### src/rtl/ael_pkg.sv
// shared types and constants for the arithmetic expression lexer
// scanner states, token kinds, character codes and channel payload structs
// no dependencies
package ael_pkg;

    localparam int MAX_TOKEN_LENGTH_DEFAULT = 255;
    localparam int QUEUE_DEPTH = 4;

    typedef enum logic [2:0] {
        ST_IDLE  = 3'd0,
        ST_IDENT = 3'd1,
        ST_INT   = 3'd2,
        ST_DOT   = 3'd3,
        ST_REAL  = 3'd4,
        ST_EQ    = 3'd5
    } scan_state_t;

    typedef enum logic [3:0] {
        TK_ERROR  = 4'd0,
        TK_IDENT  = 4'd1,
        TK_INT    = 4'd2,
        TK_REAL   = 4'd3,
        TK_PLUS   = 4'd4,
        TK_MINUS  = 4'd5,
        TK_STAR   = 4'd6,
        TK_SLASH  = 4'd7,
        TK_LPAR   = 4'd8,
        TK_RPAR   = 4'd9,
        TK_POW    = 4'd10,
        TK_ASSIGN = 4'd11,
        TK_EQEQ   = 4'd12
    } token_kind_t;

    localparam logic [7:0] CH_PLUS  = 8'h2B;
    localparam logic [7:0] CH_MINUS = 8'h2D;
    localparam logic [7:0] CH_STAR  = 8'h2A;
    localparam logic [7:0] CH_SLASH = 8'h2F;
    localparam logic [7:0] CH_LPAR  = 8'h28;
    localparam logic [7:0] CH_RPAR  = 8'h29;
    localparam logic [7:0] CH_POW   = 8'h5E;
    localparam logic [7:0] CH_EQ    = 8'h3D;
    localparam logic [7:0] CH_DOT   = 8'h2E;
    localparam logic [7:0] CH_UNDER = 8'h5F;

    typedef struct packed {
        logic [7:0] char_in;
        logic       is_end;
    } ael_in_t;

    typedef struct packed {
        logic [3:0] token_kind;
        logic [7:0] token_length;
        logic       last;
    } ael_out_t;

    typedef struct packed {
        token_kind_t kind;
        logic [7:0]  length;
    } ael_token_t;

    // one queue entry holds every token caused by one character
    typedef struct packed {
        logic       two;
        ael_token_t tok_a;
        ael_token_t tok_b;
    } ael_entry_t;

endpackage

### src/rtl/arithmetic_expression_lexer.sv
// top level of the arithmetic expression lexer: front end, token queue, output side
// depends on ael_pkg, ael_front, ael_queue, ael_back
//
//   port group   direction   payload     transaction when
//   s_*          in          ael_in_t    s_valid && s_ready
//   m_*          out         ael_out_t   m_valid && m_ready
//
// one character is taken per cycle while the queue is not full
// a character that ends one token and starts an operator yields two tokens, which
// leave one per output transaction; a four-entry queue absorbs this and s_ready
// drops only when the queue is full
// synchronous reset returns the scanner to idle and empties the queue and output
module arithmetic_expression_lexer
    import ael_pkg::*;
#(
    parameter int MAX_TOKEN_LENGTH = MAX_TOKEN_LENGTH_DEFAULT
) (
    input  logic     aclk,
    input  logic     aresetn,
    input  logic     s_valid,
    output logic     s_ready,
    input  ael_in_t  s_data,
    output logic     m_valid,
    input  logic     m_ready,
    output ael_out_t m_data
);

    logic       push, pop, q_full, q_empty;
    ael_entry_t push_data, head;

    ael_front #(
        .MAX_TOKEN_LENGTH(MAX_TOKEN_LENGTH)
    ) u_front (
        .aclk     (aclk),
        .aresetn  (aresetn),
        .s_valid  (s_valid),
        .s_ready  (s_ready),
        .s_data   (s_data),
        .q_full   (q_full),
        .push     (push),
        .push_data(push_data)
    );

    ael_queue u_queue (
        .aclk     (aclk),
        .aresetn  (aresetn),
        .push     (push),
        .push_data(push_data),
        .full     (q_full),
        .pop      (pop),
        .empty    (q_empty),
        .head     (head)
    );

    ael_back u_back (
        .aclk    (aclk),
        .aresetn (aresetn),
        .empty   (q_empty),
        .head    (head),
        .pop     (pop),
        .m_valid (m_valid),
        .m_ready (m_ready),
        .m_data  (m_data)
    );

endmodule

### src/rtl/ael_front.sv
// front end: accepts characters, classifies them and steps the scanner
// pushes the tokens of each character as one entry into the queue
// depends on ael_pkg
module ael_front
    import ael_pkg::*;
#(
    parameter int MAX_TOKEN_LENGTH = MAX_TOKEN_LENGTH_DEFAULT
) (
    input  logic       aclk,
    input  logic       aresetn,
    input  logic       s_valid,
    output logic       s_ready,
    input  ael_in_t    s_data,
    input  logic       q_full,
    output logic       push,
    output ael_entry_t push_data
);

    localparam int CAP_INT = (MAX_TOKEN_LENGTH < 255) ? MAX_TOKEN_LENGTH : 255;
    localparam logic [7:0] LEN_CAP = CAP_INT[7:0];

    scan_state_t state_reg, state_next;
    logic [7:0]  count_reg, count_next;

    logic        accept;
    logic [7:0]  c;
    logic        is_end;
    logic        is_letter, is_digit, is_op;
    token_kind_t op_kind;
    logic [7:0]  count_inc;
    logic        pend, repro;
    token_kind_t pend_kind;
    logic [7:0]  pend_len;
    logic        op_emit;

    assign s_ready = !q_full;
    assign accept  = s_valid && s_ready;
    assign c       = s_data.char_in;
    assign is_end  = s_data.is_end;

    assign is_letter = (c >= 8'h61 && c <= 8'h7A) || (c >= 8'h41 && c <= 8'h5A)
                       || c == CH_UNDER;
    assign is_digit  = c >= 8'h30 && c <= 8'h39;
    assign count_inc = (count_reg < LEN_CAP) ? count_reg + 8'd1 : count_reg;

    always_comb begin
        is_op   = 1'b1;
        op_kind = TK_ERROR;
        case (c)
            CH_PLUS:  op_kind = TK_PLUS;
            CH_MINUS: op_kind = TK_MINUS;
            CH_STAR:  op_kind = TK_STAR;
            CH_SLASH: op_kind = TK_SLASH;
            CH_LPAR:  op_kind = TK_LPAR;
            CH_RPAR:  op_kind = TK_RPAR;
            CH_POW:   op_kind = TK_POW;
            default:  is_op = 1'b0;
        endcase
    end

    always_comb begin
        state_next = state_reg;
        count_next = count_reg;
        pend       = 1'b0;
        pend_kind  = TK_ERROR;
        pend_len   = count_reg;
        repro      = 1'b0;
        case (state_reg)
            ST_IDENT: begin
                if (!is_end && (is_letter || is_digit)) begin
                    count_next = count_inc;
                end else begin
                    pend      = 1'b1;
                    pend_kind = TK_IDENT;
                    repro     = !is_end;
                end
            end
            ST_INT: begin
                if (!is_end && is_digit) begin
                    count_next = count_inc;
                end else if (!is_end && c == CH_DOT) begin
                    count_next = count_inc;
                    state_next = ST_DOT;
                end else begin
                    pend      = 1'b1;
                    pend_kind = TK_INT;
                    repro     = !is_end;
                end
            end
            ST_DOT: begin
                if (!is_end && is_digit) begin
                    count_next = count_inc;
                    state_next = ST_REAL;
                end else begin
                    pend      = 1'b1;
                    pend_kind = TK_ERROR;
                    repro     = !is_end;
                end
            end
            ST_REAL: begin
                if (!is_end && is_digit) begin
                    count_next = count_inc;
                end else begin
                    pend      = 1'b1;
                    pend_kind = TK_REAL;
                    repro     = !is_end;
                end
            end
            ST_EQ: begin
                pend = 1'b1;
                if (!is_end && c == CH_EQ) begin
                    pend_kind = TK_EQEQ;
                    pend_len  = 8'd2;
                end else begin
                    pend_kind = TK_ASSIGN;
                    repro     = !is_end;
                end
            end
            default: begin
                repro = !is_end;
            end
        endcase

        if (pend || is_end) begin
            state_next = ST_IDLE;
            count_next = 8'd0;
        end

        // character handled again from idle
        op_emit = 1'b0;
        if (repro) begin
            state_next = ST_IDLE;
            count_next = 8'd0;
            if (is_letter) begin
                state_next = ST_IDENT;
                count_next = 8'd1;
            end else if (is_digit) begin
                state_next = ST_INT;
                count_next = 8'd1;
            end else if (c == CH_EQ) begin
                state_next = ST_EQ;
                count_next = 8'd1;
            end else begin
                op_emit = is_op;
            end
        end
    end

    always_comb begin
        push_data.two          = pend && op_emit;
        push_data.tok_a.kind   = pend ? pend_kind : op_kind;
        push_data.tok_a.length = pend ? pend_len : 8'd1;
        push_data.tok_b.kind   = op_kind;
        push_data.tok_b.length = 8'd1;
        push                   = accept && (pend || op_emit);
    end

    always_ff @(posedge aclk) begin
        if (!aresetn) begin
            state_reg <= ST_IDLE;
            count_reg <= 8'd0;
        end else if (accept) begin
            state_reg <= state_next;
            count_reg <= count_next;
        end
    end

endmodule

### src/rtl/ael_queue.sv
// short queue of token entries between the front end and the output side
// lets either side stall without holding up the other
// depends on ael_pkg
module ael_queue
    import ael_pkg::*;
(
    input  logic       aclk,
    input  logic       aresetn,
    input  logic       push,
    input  ael_entry_t push_data,
    output logic       full,
    input  logic       pop,
    output logic       empty,
    output ael_entry_t head
);

    localparam int PTR_W = $clog2(QUEUE_DEPTH);
    localparam int CNT_W = $clog2(QUEUE_DEPTH + 1);
    localparam logic [CNT_W-1:0] DEPTH_C = CNT_W'(QUEUE_DEPTH);

    ael_entry_t           slot_reg [QUEUE_DEPTH];
    logic [PTR_W-1:0]     wr_ptr_reg, rd_ptr_reg;
    logic [CNT_W-1:0]     fill_reg;
    logic                 do_push, do_pop;

    assign full    = fill_reg == DEPTH_C;
    assign empty   = fill_reg == '0;
    assign head    = slot_reg[rd_ptr_reg];
    assign do_push = push && !full;
    assign do_pop  = pop && !empty;

    always_ff @(posedge aclk) begin
        if (do_push) begin
            slot_reg[wr_ptr_reg] <= push_data;
        end
    end

    always_ff @(posedge aclk) begin
        if (!aresetn) begin
            wr_ptr_reg <= '0;
            rd_ptr_reg <= '0;
            fill_reg   <= '0;
        end else begin
            if (do_push) begin
                wr_ptr_reg <= (wr_ptr_reg == PTR_W'(QUEUE_DEPTH - 1)) ? '0
                              : wr_ptr_reg + PTR_W'(1);
            end
            if (do_pop) begin
                rd_ptr_reg <= (rd_ptr_reg == PTR_W'(QUEUE_DEPTH - 1)) ? '0
                              : rd_ptr_reg + PTR_W'(1);
            end
            if (do_push && !do_pop) begin
                fill_reg <= fill_reg + CNT_W'(1);
            end else if (do_pop && !do_push) begin
                fill_reg <= fill_reg - CNT_W'(1);
            end
        end
    end

endmodule

### src/rtl/ael_back.sv
// output side: takes entries from the queue and hands out one token per transaction
// marks last on the final token of each entry
// depends on ael_pkg
module ael_back
    import ael_pkg::*;
(
    input  logic       aclk,
    input  logic       aresetn,
    input  logic       empty,
    input  ael_entry_t head,
    output logic       pop,
    output logic       m_valid,
    input  logic       m_ready,
    output ael_out_t   m_data
);

    logic       hold_valid_reg;
    ael_entry_t hold_reg;
    logic       phase_reg;

    logic       finish, advance, load;
    ael_token_t cur;

    assign finish  = hold_valid_reg && m_ready && (!hold_reg.two || phase_reg);
    assign advance = hold_valid_reg && m_ready && hold_reg.two && !phase_reg;
    assign load    = (!hold_valid_reg || finish) && !empty;
    assign pop     = load;

    assign cur                 = phase_reg ? hold_reg.tok_b : hold_reg.tok_a;
    assign m_valid             = hold_valid_reg;
    assign m_data.token_kind   = cur.kind;
    assign m_data.token_length = cur.length;
    assign m_data.last         = !hold_reg.two || phase_reg;

    always_ff @(posedge aclk) begin
        if (load) begin
            hold_reg <= head;
        end
    end

    always_ff @(posedge aclk) begin
        if (!aresetn) begin
            hold_valid_reg <= 1'b0;
            phase_reg      <= 1'b0;
        end else begin
            if (load) begin
                hold_valid_reg <= 1'b1;
                phase_reg      <= 1'b0;
            end else if (finish) begin
                hold_valid_reg <= 1'b0;
                phase_reg      <= 1'b0;
            end else if (advance) begin
                phase_reg <= 1'b1;
            end
        end
    end

endmodule

### config.mk
export PLATFORM = sky130hd
export DESIGN_NAME = arithmetic_expression_lexer
export DESIGN_NICKNAME = d
export VERILOG_FILES = /design/src/rtl/ael_pkg.sv /design/src/rtl/arithmetic_expression_lexer.sv /design/src/rtl/ael_front.sv /design/src/rtl/ael_queue.sv /design/src/rtl/ael_back.sv
export SDC_FILE = /design/constraint.sdc
export NUM_CORES = 1
export LEC_CHECK = 0
export BUFFER_PORTS_ARGS = -buffer_cell sky130_fd_sc_hd__clkbuf_2
export CAP_MARGIN = 5
export CORE_MARGIN = 4
export CORE_UTILIZATION = 36
export CTS_CLUSTER_DIAMETER = 120
export CTS_CLUSTER_SIZE = 20
export DETAILED_ROUTE_END_ITERATION = 12
export GPL_ROUTABILITY_DRIVEN = 0
export RECOVER_POWER = 50
export SLEW_MARGIN = 5
export SYNTH_ARGS = -nofsm -noshare
export SYNTH_HDL_FRONTEND = slang
export SYNTH_HIERARCHICAL = 1
export SYNTH_SLANG_ARGS = --single-unit
### constraint.sdc
create_clock -name aclk -period 8.6 [get_ports aclk]
set_input_delay 0 -clock aclk [delete_from_list [all_inputs] [get_ports aclk]]
set_output_delay 0 -clock aclk [all_outputs]
set_load 0.02 [all_outputs]
* Word level (Yosys, flattened, before mapping)
Memory sizes are Yosys's and may differ from the RTL's. A register that Yosys moved wholly into a read port is not among the register bits. Index checks and enable logic that the tools add are counted.
Word-level totals: bits in registers 28, memory bits (writable) 68, input port bits 13, output and inout port bits 15, logic and storage cells 146, memories 1
Operators by class: add/subtract/negate cells 5, magnitude comparators 7, equality and inequality tests 24, muxes and demuxes 56, bitwise operators 1, reductions and logical operators 44
Memory list:
- u_queue.slot_reg | words 4, bits a word 17, rd ports 1, clocked after memory_dff 1, wr ports 1, RTL line ael_queue.sv:21 | ael_entry_t slot_reg [QUEUE_DEPTH];
Operators by type and width (count):
- 8-bit 2-to-1 mux | 12
- 8-bit by 6-bit equality test with 1-bit output (second input constant) | 8
- 3-bit 2-to-1 mux | 11
- 4-bit one-hot mux with 7 select lines | 1
- 8-bit one-hot mux with 3 select lines | 1
- 1-bit 2-to-1 mux | 20
- 1-bit logical AND | 19
- 8-bit by 7-bit equality test with 1-bit output (second input constant) | 2
- 8-bit by 7-bit greater-or-equal comparator with 1-bit output (second input constant) | 2
- 8-bit by 7-bit less-or-equal comparator with 1-bit output (second input constant) | 2
- 4-bit by 1-bit != test with 1-bit output (second input constant) | 4
- 4-bit one-hot mux with 4 select lines | 1
- 12-bit 2-to-1 mux | 1
- 5-bit AND reduction | 2
- 3-bit equality test (second input constant) | 3
- 8-bit by 1-bit adder with 8-bit output (second input constant) | 1
- 8-bit by 6-bit greater-or-equal comparator with 1-bit output (second input constant) | 1
- 8-bit by 6-bit less-or-equal comparator with 1-bit output (second input constant) | 1
- 1-bit zero test | 8
- 8-bit less-than comparator (second input constant) | 1
- 2-bit 2-to-1 mux | 4
- 4-bit 2-to-1 mux | 2
- 1-bit one-hot mux with 4 select lines | 2
- 1-bit logical OR | 7
- 17 further kinds | 21

* Logic depth before layout (Yosys ltp)
word-level depth 16, gate-level depth with buffers 16, depth with buffers taken out 14

* By module
Netlist, hierarchy kept.
By module, submodules not included:
- ael_queue | times used 1, cells each 182, area an instance 4131.5 µm², sequential area each 3183.1 µm²
- ael_front | times used 1, cells each 198, area an instance 1432.6 µm², sequential area each 220.2 µm²
- ael_back | times used 1, cells each 51, area an instance 1079.8 µm², sequential area each 790.8 µm²

* Worst setup path before layout
OpenSTA, ideal clock, no wires.
kind reg-to-reg, start register u_back/hold_reg[24] (netlist name), end register u_queue.fill_reg[2], library setup time 0.076 ns, arrival 3.370 ns, data required time 8.524 ns, setup slack 5.154 ns, stages on the path, launching flop included 11, buffers on the path 0, period minus slack after synthesis 3.446 ns, cells stage by stage edfxtp_1 > nand2b_4 > nand2_1 > a21oi_1 > o31ai_1 > ha_1 > inv_1 > fa_1 > xor2_1 > or3_1 > a21boi_0
RTL lines:
- end signal, assigned | RTL line ael_queue.sv:53 | fill_reg <= fill_reg + CNT_W'(1);
- end signal, assigned | RTL line ael_queue.sv:55 | fill_reg <= fill_reg - CNT_W'(1);
- end, declared | RTL line ael_queue.sv:23 | logic [CNT_W-1:0] fill_reg;

* Worst setup path in the final report
start register u_back.phase_reg, end register u_queue.fill_reg[2]
On the way: cells in the longest elaborated chain, start to end 8, elaborated cells on any way between the ends 10, those cells by class mux: 1; reduce/logical: 9
RTL lines:
- start, declared | RTL line ael_back.sv:19 | logic phase_reg;
- start signal, assigned | RTL line ael_back.sv:44 | phase_reg <= 1'b0;
- start signal, assigned | RTL line ael_back.sv:48 | phase_reg <= 1'b0;
- start signal, assigned | RTL line ael_back.sv:51 | phase_reg <= 1'b0;
- 1-bit logical OR (*) | RTL line ael_back.sv:24 | assign finish = hold_valid_reg && m_ready && (!hold_reg.two || phase_reg);
- 1-bit logical AND (*) | RTL line ael_back.sv:24
- 1-bit logical OR (*) | RTL line ael_back.sv:26 | assign load = (!hold_valid_reg || finish) && !empty;
- 1-bit logical AND (*) | RTL line ael_back.sv:26
- net pop | RTL line arithmetic_expression_lexer.sv:28 | logic push, pop, q_full, q_empty;
- 1-bit logical AND (*) | RTL line ael_queue.sv:30 | assign do_pop = pop && !empty;
- 1-bit zero test | RTL line ael_queue.sv:52 | if (do_push && !do_pop) begin
- 1-bit logical AND | RTL line ael_queue.sv:52
- 3-bit 2-to-1 mux or 2-bit nonzero test (tied branches)
The timed path passes the listed nets; every way through them passes the cells marked *. A chain may end at the register's enable or synchronous reset.

==> reports/qor.log <==
[status] result of the run finished, violations left
[status] violated checks capacitance limit, slew limit
[critical_path] dominant delay contributor by cell family on the critical path buffers and inverters
[clocking] clock tree from TritonCTS done
[pwr] share of power burned in combinational logic 21.3%
[finish] # nets final 483
[clocking] hold buffer count at cts 1
[critical_path] Worst R2R Setup Slack 4.47 ns
[logic_synthesis] Async SR Flop Fraction 0%
[clocking] TritonCTS buffer count 17
[worst_hold_path] worst hold path cell count 3
[global_route] total grt overflow 0
[routing] overall routed net length 11800 um
[critical_path] category of the most critical setup path flip-flop to flip-flop
[global_route] overall fraction of global-route tracks in use 12.3%
[finish] flip-flop count of the largest register after layout 100
[global_route] vias in the first global route 3689
[global_route] first-pass GRT wire length 19300 um
[sta] total negative slack for setup checks 0 ns
[finish] fill cell count 1632
[routing] Pre-antenna DRT Iters 4
[global_route] number of antenna violations at the first check in global routing 0
[logic_synthesis] post-synth cell types 84
[die] die width 144 um
[clocking] Setup Fix Bufs, Post-CTS 0
[critical_path] number of buffers and inverters on the critical path 2
[routing] Routed Antenna Nets 0
[placement] estimated wirelength of the detail-placed design 7380 um
[clocking] number of H-tree levels 4
[sta] slew margin rel. -39.2%
[pwr] Int Pwr 1.51 mW
[finish] leading cell type in the layout, fill and taps excluded edfxtp_1
[sta] unrepaired setup endpoints after global routing no
[critical_path] Critical Path, Cell by Cell nand2b_1 -> nand2_1 -> a21oi_2 -> clkbuf_1 -> o31ai_1 -> ha_1 -> inv_1 -> fa_1 -> xor2_1 -> or3_1 -> a21boi_0
[placement] instance area at placement 6930 um2
[logic_synthesis] dominant register cell in the synthesized netlist edfxtp_1
[finish] Inserted Diodes 0
[die] Core Area 18100 um2
[worst_hold_path] sink of the worst hold path u_front/count_reg[3]$_SDFFE_PN0P_
[finish] Area Growth Syn to Fin 11.5%
[worst_hold_path] classification of the worst-slack hold path primary input to flip-flop
[finish] filler-free cell count of the finished design 704
[critical_path] stage delay of the slowest cell on the critical path 1.18 ns
[clocking] PostCTS Resize Cnt 0
[die] DIE AREA 20700 um2
[logic_synthesis] Cell Area, Synth 6640 um2
[global_route] maximum number of pins on one net before global-route repair 32
[pwr] Pwr per Cell Area 283 nW/um2
[routing] DRC 0
[pwr] sequential fraction of design power 45.5%
[critical_path] crit path launch type flip-flop
[critical_path] Critical Path Sink Type flip-flop
[clocking] maximum buffer depth of the clock tree 2
[logic_synthesis] sequential fraction of the synthesis area 63.1%
[finish] commonest cells after routing, fill and taps aside edfxtp_1, dfxtp_1, clkbuf_2, nand2_1, mux4_2
[logic_synthesis] number of storage elements in the synthesis netlist 147
[die] Boundary Pins 28
[clocking] clk sink count 147
[clocking] Clock transition at path regs 0.06 ns
[clocking] Worst-Skew Late Latency 0.41 ns
[sta] worst hold margin 0.0793 ns
[sta] clock tree skew after final layout 0.00846 ns
[critical_path] data required time of the worst path 8.94 ns
[routing] post-detailed-route via-to-cell ratio 5.23
[finish] Final Util 41.0%
[routing] drt first-iter violations 241
[routing] average wire length per cell after detail routing 16.7 um
[finish] layout cell share with drive strength beyond 1 20.8%
[critical_path] end of the worst register-to-register path u_queue/fill_reg[2]$_SDFFE_PN0P_
[critical_path] arrival time at the worst endpoint 4.46 ns
[pwr] Peak supply drop 0.000172 V
[pwr] switching share of total power 28.0%
[logic_synthesis] mean area per synthesized cell 15.4 um2
[sta] Peak Freq 242 MHz
[die] Starting Density 36.7%
[critical_path] reg2reg start u_back/phase_reg$_SDFFE_PP0P_
[critical_path] logic depth of the worst register-to-register path 11
[sta] actual transition at the worst max-transition pin 2.09 ns
[clocking] master cell of the clock root buffer clkbuf_16
[pwr] Clock Power Share 33.2%
[die] Site Rows 49
[placement] number of cells in the design after placement 671
[routing] vias post-DR 3680
[die] overall die height 144 um
[sta] post-route fraction of the period consumed by the critical path 48.0%
[finish] FF/Latch Area 4190 um2
[worst_hold_path] min-delay src s_valid
[job] maximum capacitance violations 2
[critical_path] Max stage delay cell, worst path clkbuf_1
[sta] count of endpoints failing setup in the final report 0
[logic_synthesis] number of instances in the synthesized netlist 431
[critical_path] largest fanout on the critical path 26
[sta] post-layout min period 4.13 ns
[logic_synthesis] number of flops mapped to enable cells by yosys 125
[placement] quantity of I/O buffers inserted on ports 27
[sta] hold violation total from the final report 0
[logic_synthesis] warning count from the yosys run 6
[sta] Slew Limit Fails 53
[pwr] Net Switching 0.589 mW
[finish] area of all placed cells without fillers 7410 um2
[finish] multi-input gate area in the final layout 2140 um2
[pwr] Static Leak 2.46 nW
[worst max-delay path by stage]
stage / startpoint / slack, ns / cells past startpoint / to
floorplan: u_back/hold_reg[24]$_DFFE_PP_ / 5.15 / 10 / u_queue/fill_reg[2]$_SDFFE_PN0P_
global placement: u_front/state_reg[0]$_SDFFE_PN0P_ / 5.22 / 14 / u_queue/fill_reg[2]$_SDFFE_PN0P_
detailed placement: u_front/state_reg[0]$_SDFFE_PN0P_ / 5.01 / 14 / u_queue/fill_reg[2]$_SDFFE_PN0P_
CTS: u_front/state_reg[0]$_SDFFE_PN0P_ / 4.94 / 14 / u_queue/fill_reg[2]$_SDFFE_PN0P_
global route: u_back/phase_reg$_SDFFE_PP0P_ / 3.99 / 11 / u_queue/fill_reg[2]$_SDFFE_PN0P_
finish: u_back/phase_reg$_SDFFE_PP0P_ / 4.47 / 11 / u_queue/fill_reg[2]$_SDFFE_PN0P_
[power groups by stage]
stage | clock network [mW] | logic, mW | registers [mW]
global route | 0.752 | 0.497 | 0.970
finish | 0.697 | 0.447 | 0.956
detailed placement | 0 | 0.487 | 0.974
CTS | 0.713 | 0.489 | 0.959
floorplan | 0 | 0.383 | 0.960
global placement | 0 | 0.481 | 0.970
[synth_stat cells (3+ instances only)]
library cell,count,area (um2)
a21boi_0,3,22.5
buf_4,8,60.1
a21oi_1,13,65.1
nand4_1,5,31.3
or3_1,3,18.8
nand4b_1,3,26.3
mux4_2,20,450
o21ai_0,14,70.1
clkbuf_1,7,26.3
ha_1,7,87.6
nand2b_1,5,31.3
o21ai_1,3,15.0
buf_2,6,30.0
nand2_1,20,75.1
mux4_1,5,131
a21o_1,5,37.5
nor3_1,6,30.0
dfxtp_1,22,440
o21a_1,3,22.5
nand3_1,11,55.1
mux2_2,4,45.0
mux2i_1,5,50.1
edfxtp_1,125,3750
a31oi_1,4,25.0
mux2_4,8,120
nor2_1,12,45.0
and2_1,14,87.6
buf_6,4,45.0
nor2b_1,9,56.3
inv_1,10,37.5
[area by class of cell]
cell class,count,share of cell area (%)
clock inverter,15,1.89
timing repair buffer,35,2.45
clock buffer,17,5.74
sequential,147,56.6
inverter,11,0.557
multi-input combinational,250,28.9
tap,229,3.87
[worst reg2reg max path, stage by stage, from the launching register on]
cell and delay, ns:
dfxtp_1 0.84, nand2b_1 0.26, nand2_1 0.08, a21oi_2 0.12, clkbuf_1 1.18, o31ai_1 0.43, ha_1 0.36, inv_1 0.07
fa_1 0.17, xor2_1 0.07, or3_1 0.31, a21boi_0 0.16
[metrics by stage]
stage                     setup slack, ns  power, mW
final                                4.47       2.10
after global placement               5.22       1.45
after floorplan                      5.15       1.34
after global routing                 3.99       2.22
after detailed placement             5.01       1.46
after CTS                            4.94       2.16
[kinds of logic after synthesis]
kind of cell    count (synthesis)  share of synthesized area [%]
flops                         147                           63.1
simple gates                  113                           10.7
compound gates                 77                           8.40
mux                            42                           12.0
buf+inv                        40                           3.80
fa+ha+maj                       8                           1.62
other cells                     2                          0.113
xor+xnor                        2                          0.264
[per-layer routing]
layer | wire [um] | vias to the layer above | track usage, %
li1 | - | 1744 | -
met1 | 5320 | 1813 | 15.6
met2 | 5760 | 101 | 20.3
met3 | 482 | 22 | 3.79
met4 | 213 | 0 | 4.06
met5 | 0 | - | 0
Power figures use the tool's default switching activity.
